<file path="config.mk">
export PLATFORM = sky130hd
export DESIGN_NAME = bsc_udiv
export DESIGN_NICKNAME = d
export VERILOG_FILES = /design/src/sv/bsc_pkg.sv /design/src/sv/bsc_udiv.sv
export SDC_FILE = /design/constraint.sdc
export NUM_CORES = 2
export LEC_CHECK = 0
export BUFFER_PORTS_ARGS = -buffer_cell sky130_fd_sc_hd__buf_4
export CAP_MARGIN = 30
export CORE_ASPECT_RATIO = 1.4
export CORE_MARGIN = 5
export CORE_UTILIZATION = 64
export DETAILED_ROUTE_END_ITERATION = 8
export HOLD_SLACK_MARGIN = 0.15
export PLACE_DENSITY = 0.85
export SKIP_CTS_REPAIR_TIMING = 1
export SLEW_MARGIN = 20
export SYNTH_ARGS = -nofsm -noshare
export SYNTH_HDL_FRONTEND = slang
export SYNTH_SLANG_ARGS = --single-unit
</file>
<file path="constraint.sdc">
create_clock -name clk -period 4.1 [get_ports clk]
set_input_delay 0.41 -clock clk [delete_from_list [all_inputs] [get_ports clk]]
set_output_delay 0.41 -clock clk [all_outputs]
set_load 0.01 [all_outputs]
</file>
<file path="src/sv/bsc_pkg.sv">
// Shared constants, register indexes and helpers for the barometric compensation block.
// No dependencies.
`default_nettype none
package bsc_pkg;

  localparam int DIV_W   = 32;               // divider operand width
  localparam int DIV_LAT = DIV_W;            // one quotient bit per stage
  localparam int NSTG    = 19 + 2 * DIV_LAT; // total register stages, input to output

  localparam int CFG_AW = 3;
  localparam int CFG_DW = 64;

  typedef enum logic [CFG_AW-1:0] {
    REG_CAL_A   = 3'd0,
    REG_CAL_B   = 3'd1,
    REG_CAL_C   = 3'd2,
    REG_OSS     = 3'd3,
    REG_SEA_OFS = 3'd4
  } cfg_reg_t;

  localparam logic [1:0]  OSS_RST = 2'd1;
  localparam logic [15:0] SEA_RST = 16'd8400;

  // signed divide by 2**k, truncating toward zero
  function automatic logic signed [31:0] sdiv_p2(input logic signed [31:0] v, input int k);
    logic [31:0] bias;
    begin
      bias = (32'd1 << k) - 32'd1;
      sdiv_p2 = $signed(v + (v[31] ? bias : 32'd0)) >>> k;
    end
  endfunction

  function automatic logic signed [15:0] sat16(input logic signed [31:0] v);
    begin
      if (v > 32'sd32767) sat16 = 16'sh7fff;
      else if (v < -32'sd32768) sat16 = 16'sh8000;
      else sat16 = v[15:0];
    end
  endfunction

  typedef struct packed {
    logic signed [31:0] x1;
    logic               neg;
    logic               dvz;
    logic [18:0]        up;
  } sidea_t;

  typedef struct packed {
    logic signed [15:0] tc;
    logic signed [15:0] tf;
    logic               flt;
  } temp_t;

  typedef struct packed {
    logic  big;
    logic  b4z;
    temp_t tmp;
  } sideb_t;

endpackage
`default_nettype wire

</file>
<file path="src/sv/bsc_udiv.sv">
// Pipelined unsigned 32/32 restoring divider, one quotient bit per stage.
// Depends on bsc_pkg. Division by zero gives all ones; callers mask it.
`default_nettype none
module bsc_udiv (
  input  wire logic                         clk,
  input  wire logic                         en,
  input  wire logic [bsc_pkg::DIV_W-1:0]    num,
  input  wire logic [bsc_pkg::DIV_W-1:0]    den,
  output logic      [bsc_pkg::DIV_W-1:0]    quo
);
  localparam int W = bsc_pkg::DIV_W;

  logic [W-1:0] rem_r [0:W-1];
  logic [W-1:0] num_r [0:W-1];
  logic [W-1:0] den_r [0:W-1];
  logic [W-1:0] quo_r [0:W-1];

  genvar i;
  generate
    for (i = 0; i < W; i++) begin : g_stg
      logic [W-1:0] rem_p, num_p, den_p, quo_p;
      logic [W:0]   trial;
      logic         ge;
      if (i == 0) begin : g_first
        assign rem_p = '0;
        assign num_p = num;
        assign den_p = den;
        assign quo_p = '0;
      end else begin : g_next
        assign rem_p = rem_r[i-1];
        assign num_p = num_r[i-1];
        assign den_p = den_r[i-1];
        assign quo_p = quo_r[i-1];
      end
      assign trial = {rem_p, num_p[W-1]};
      assign ge    = trial >= {1'b0, den_p};
      always_ff @(posedge clk) begin
        if (en) begin
          rem_r[i] <= ge ? W'(trial - {1'b0, den_p}) : trial[W-1:0];
          num_r[i] <= {num_p[W-2:0], 1'b0};
          den_r[i] <= den_p;
          quo_r[i] <= {quo_p[W-2:0], ge};
        end
      end
    end
  endgenerate

  assign quo = quo_r[W-1];
endmodule
`default_nettype wire

</file>
# Yosys cells after proc, flatten, opt, wreduce, memory -nomap -nowiden
# Memories as Yosys holds them, arrays and structs flattened.
# Index checks and enable logic that the tools add are counted.
# totals
ramBits	4064
output_inout_bits	32
memories	4
word_cells	102
inputBits	66
reg_bits	0
# classes
n_addsub	32
n_lt_le_gt_ge	32
mux	34
# mem_list
memory	words	width	read_ports	rd_ports_with_merged_regs	write_ports	line	rtl
den_r	32	32	31	0	32	bsc_udiv.sv:15	logic [W-1:0] den_r [0:W-1];
quo_r	32	32	32	0	32	bsc_udiv.sv:16	logic [W-1:0] quo_r [0:W-1];
rem_r	32	32	31	0	32	bsc_udiv.sv:13	logic [W-1:0] rem_r [0:W-1];
num_r	32	31	31	0	32	bsc_udiv.sv:14	logic [W-1:0] num_r [0:W-1];
# op_table
operator	count
two-way mux 32 bit	32
>= comparator 33 x 32 -> 1 bit	31
subtractor 32 bit	31
>= comparator 1 x 32 -> 1 bit	1
subtractor 1 x 32 -> 32 bit	1
two-way mux 1 bit	2

# Logic depth before layout (Yosys ltp)
# An unclocked memory read counts as a cell.
# logic_depth
depth_word	3
ltp_mapped	16
ltp_nobuf	13

# Worst setup path after synthesis
# No wires, ideal clock.
# synth_path
path_type	flip-flop to flip-flop
start	memory den_r[0][33] (netlist name)
end	memory rem_r[0][88] (netlist name) (data pin)
arrival_ps	3318
setup_slack_ps	522
path_buffers	1
required_ps	3840
path_stages_with_launch	14
path_cell_list	edfxtp_1 -> inv_1 -> ha_1 -> nor2b_1 -> o31a_1 -> o21ai_0 -> a2111o_1 -> a2111oi_2 -> o22ai_1 -> o41ai_1 -> a21oi_1 -> o31ai_4 -> buf_6 -> mux2_2
# synth_rtl
element	line
from (decl)	bsc_udiv.sv:15
to (decl)	bsc_udiv.sv:13

==> impl_results.md <==
* Mux contribution to synthesized area at 3.702%
* Buffer levels on the longest clock path at 4
* Capturing element of the worst setup path: rem_r[0][131]
* Count of maximum capacitance violations at 0
* Worst hold-check path type: primary input to flip-flop
* Total detailed-routing wirelength at 387500 um
* Vias in the first global route at 104100
* Final setup margin at -0.02578 ns
* Global placer's final weighted congestion at 1.010
* Overall via count from detail_route at 103400
* Most used cells in the layout excluding fill and tap cells: 3008 x sky130_fd_sc_hd__edfxtp_1, 1235 x sky130_fd_sc_hd__inv_1, 1039 x sky130_fd_sc_hd__a21oi_1, 993 x sky130_fd_sc_hd__ha_1, 808 x sky130_fd_sc_hd__nand2_1
* Crit. End Element: flip-flop
* Detailed router's first-iteration violation count at 9391
* Max-slew headroom at the worst pin at 32.40%
* Worst Skew at 0.04941 ns
* Clock tree root driver cell: sky130_fd_sc_hd__clkbuf_16
* Area share of and/or/nand/nor cells after synthesis at 8.158%
* Post-route minimum period at 4.126 ns
* Fraction of post-synthesis cell area in the top cell type by area at 58.37%
* Area of the die at 251900 um2
* Post-route core utilization at 71.33%
* Die W at 425.6 um
* Critical Path Source: den_r[0][97]
* Compound-gate portion of the synthesized area at 13.05%
* Library cell occupying the most area in the post-synthesis netlist: sky130_fd_sc_hd__edfxtp_1
* Total Nets Final at 14320
* Number of cell rows at 213
* Ratio of total power to cell area at 803.2 nW/um2
* Synthesized-area fraction occupied by xor and xnor cells at 4.534%
* Final routed wire length divided by cell count at 23.23 um
* Top cells by area in the synthesized netlist: sky130_fd_sc_hd__edfxtp_1 58%, sky130_fd_sc_hd__ha_1 8.0%, sky130_fd_sc_hd__a21oi_1 3.4%
* Final Slew Violations at 0
* Main combinational cell family by area after synthesis: compound AO/OA/AOI/OAI gates
* Maximum number of pins on one net before global-route repair at 139
* CTS H-Tree Depth at 5
* Setup repair after global routing missed its margin: true
* CP max FO at 19
* Clock network power share at 19.4%
* Endpoints failing setup at 1
* Flop2flop setup slack at -0.03 ns
* Worst supply voltage drop on vdd at 545.6 uV
* Outcome: finished, violations left
* Number of instances in the synthesized netlist at 12770
* Iteration count of the initial detailed-routing pass at 9
* Switching fraction of total power at 37.37%
* Layout Cells excl Fill at 16680
* Skew-Pair Late Insertion Delay at 0.89 ns
* Fraction of final layout cells with drive strength greater than 1 at 10.22%
* Initial cell density of the core at 64.30%
* DRC viols at 2
* Clock-pin transition on the worst setup and hold timing paths at 0.07 ns
* HPWL reported at the end of detailed placement at 285300 um
* GRT Total Usage at 30.16%
* Internal portion of total power at 0.08635 W
* Via count normalized by instance count at 6.199
* Cts bufs inserted at 293
* Relative area change from synthesis to final layout at 10.93%
* Seq cells post-synth at 3008
* Post-synthesis async set-or-reset flop share at 0%
* Height of the die at 591.8 um
* Most common cell after layout, fill and taps aside: sky130_fd_sc_hd__edfxtp_1
* Worst setup path category: flip-flop to flip-flop
* Instance count after placement with tap cells included at 16090
* Cell depth of the worst min-delay path at 2
* Clock Sinks at 3008
* Share of the yosys chip area belonging to registers at 58.37%
* Psw at 0.05152 W
* Static Leak at 68.74 nW
* Worst-margin pin slew at 1.014 ns
* Area of the mapped netlist at 154700 um2
* CTS tree: built
* Combinational share of power at 44.9%
* Number of flops mapped to enable cells by yosys at 3008
* Count of cells along the worst register-to-register path at 13
* Final worst-path cycle share at 100.6%
* Routed Antenna Nets at 0
* Post-synth net total at 13860
* Top-level I/O count at 98
* First-pass GRT wire length at 589600 um
* Top flip-flop cell by instance count after synthesis: sky130_fd_sc_hd__edfxtp_1
* Failing checks: DRC, setup timing
* Gr ovfl total at 0
* Startpoint of the most critical register-to-register path: den_r[0][97]
* Final hold vios at 0
* Launching element type of the critical path: flip-flop
* End of the worst register-to-register path: rem_r[0][131]
* Worst hold margin at 0.2480 ns
* Required arrival time at the worst endpoint at 4.64 ns
* Core region area at 240700 um2
* Post-synthesis adder-cell area fraction at 8.425%
* Antenna violations before repair at 5
* Synth warn at 0
* Reg power frac at 35.7%
* Syn Area/Cell at 12.12 um2
* Highest attainable clock frequency at 242.4 MHz
* Arrival time of the worst setup path at 4.66 ns
* Number of buffer cells added on primary ports at 97
* Netlist cell types at 90
* Startpoint of the tightest hold check path: den[8]
* Setup slack at placement at 0.09062 ns
* Total power draw at 0.1379 W
==> cell usage after synthesis (28+ instances only) <==
library cell and n:
sky130_fd_sc_hd__fa_1 30, sky130_fd_sc_hd__nor4_1 45, sky130_fd_sc_hd__nor2b_1 162, sky130_fd_sc_hd__a21oi_1 1043, sky130_fd_sc_hd__ha_1 994, sky130_fd_sc_hd__a21boi_0 56, sky130_fd_sc_hd__nand3_1 198, sky130_fd_sc_hd__a31oi_1 111
sky130_fd_sc_hd__xnor2_1 496, sky130_fd_sc_hd__o211ai_1 39, sky130_fd_sc_hd__o31a_1 44, sky130_fd_sc_hd__or2_2 38, sky130_fd_sc_hd__and2_1 41, sky130_fd_sc_hd__nand2b_1 127, sky130_fd_sc_hd__o21bai_1 114, sky130_fd_sc_hd__clkbuf_1 265
sky130_fd_sc_hd__o31ai_1 78, sky130_fd_sc_hd__edfxtp_1 3008, sky130_fd_sc_hd__o21ai_0 738, sky130_fd_sc_hd__nor3_1 148, sky130_fd_sc_hd__a21o_1 471, sky130_fd_sc_hd__nand2_1 809, sky130_fd_sc_hd__and4_1 31, sky130_fd_sc_hd__a31o_2 28
sky130_fd_sc_hd__mux2_2 442, sky130_fd_sc_hd__inv_1 1235, sky130_fd_sc_hd__xor2_1 305, sky130_fd_sc_hd__and3_1 91, sky130_fd_sc_hd__o21a_1 146, sky130_fd_sc_hd__mux2i_1 48, sky130_fd_sc_hd__nor2_1 695, sky130_fd_sc_hd__a211oi_1 91
sky130_fd_sc_hd__nand4_1 159
==> metal layers <==
layer,up-vias,global-route usage [%],share of wire (%),wire (um)
met5,-,0,0,0
met4,0,19.54,7.8,30040
met3,1383,3.712,5.1,19880
met2,4165,54.93,52,201300
met1,49790,33.16,35,136300
li1,48080,-,-,-
==> how the worst min path moves through the flow <==
stage | endpoint | slack, ns
after floorplan | num_r[0][100] | 0.40
after global placement | quo_r[1][411] | 0.40
after detailed placement | num_r[0][148] | 0.40
after CTS | num_r[0][17] | -0.34
after global routing | num_r[0][13] | 0.22
final | den_r[0][8] | 0.25
==> area by class of cell <==
class                           instances  area, um2
Tap cell                             3225       4035
Inverter                             1236       4639
Timing Repair Buffer                  468       4419
Antenna cell                            8      20.02
Clock inverter                        160       1585
Sequential cell                      3008      90330
Clock buffer                          354       7731
Multi-Input combinational cell       8223      58900
Fill cell                           16110      69000
==> power groups by stage <==
stage                     Clock, W  Combinational (W)  Sequential [W]
after floorplan                  0             0.0443          0.0466
after global placement           0             0.0582          0.0496
after CTS                   0.0273             0.0609          0.0492
after detailed placement         0             0.0600          0.0497
final                       0.0268             0.0619          0.0492
after global routing        0.0286             0.0675          0.0496
==> logic make-up (layout without fill, tap and decap cells) <==
| logic type | Yosys count | count (layout) |
|---|---|---|
| AO/OA/AOI/OAI | 3232 | 3232 |
| flip-flops | 3008 | 3008 |
| AND/OR/NAND/NOR | 2652 | 2652 |
| buffers and inverters | 1536 | 2218 |
| adder cells (fa/ha/maj) | 1024 | 1024 |
| XOR/XNOR | 801 | 801 |
| multiplexers | 514 | 514 |
| other | 0 | 8 |
==> sequential cells by signal (all words and copies together), names as in the netlist <==
signal  count
rem_r     992
quo_r     528
den_r     992
num_r     496
==> metrics by stage <==
step                      cell area (um2)  setup TNS [ns]
after floorplan                    154700               0
after global placement             161500               0
after detailed placement           161500               0
after CTS                          170800               0
after global routing               171700         -0.1476
final                              171700        -0.02578
==> critical path: stages, from the launching register on <==
cell and delay (ns):
sky130_fd_sc_hd__edfxtp_1 0.45, sky130_fd_sc_hd__inv_1 0.07, sky130_fd_sc_hd__ha_1 0.32, sky130_fd_sc_hd__nor2b_1 0.16, sky130_fd_sc_hd__o31ai_1 0.35, sky130_fd_sc_hd__a21oi_1 0.24
sky130_fd_sc_hd__a211oi_1 0.50, sky130_fd_sc_hd__o311ai_0 0.28, sky130_fd_sc_hd__nand2_1 0.17, sky130_fd_sc_hd__o21ai_0 0.11, sky130_fd_sc_hd__buf_4 0.17, sky130_fd_sc_hd__a21oi_4 0.38
sky130_fd_sc_hd__buf_4 0.31, sky130_fd_sc_hd__o21ai_0 0.25
Power figures use the tool's default switching activity.
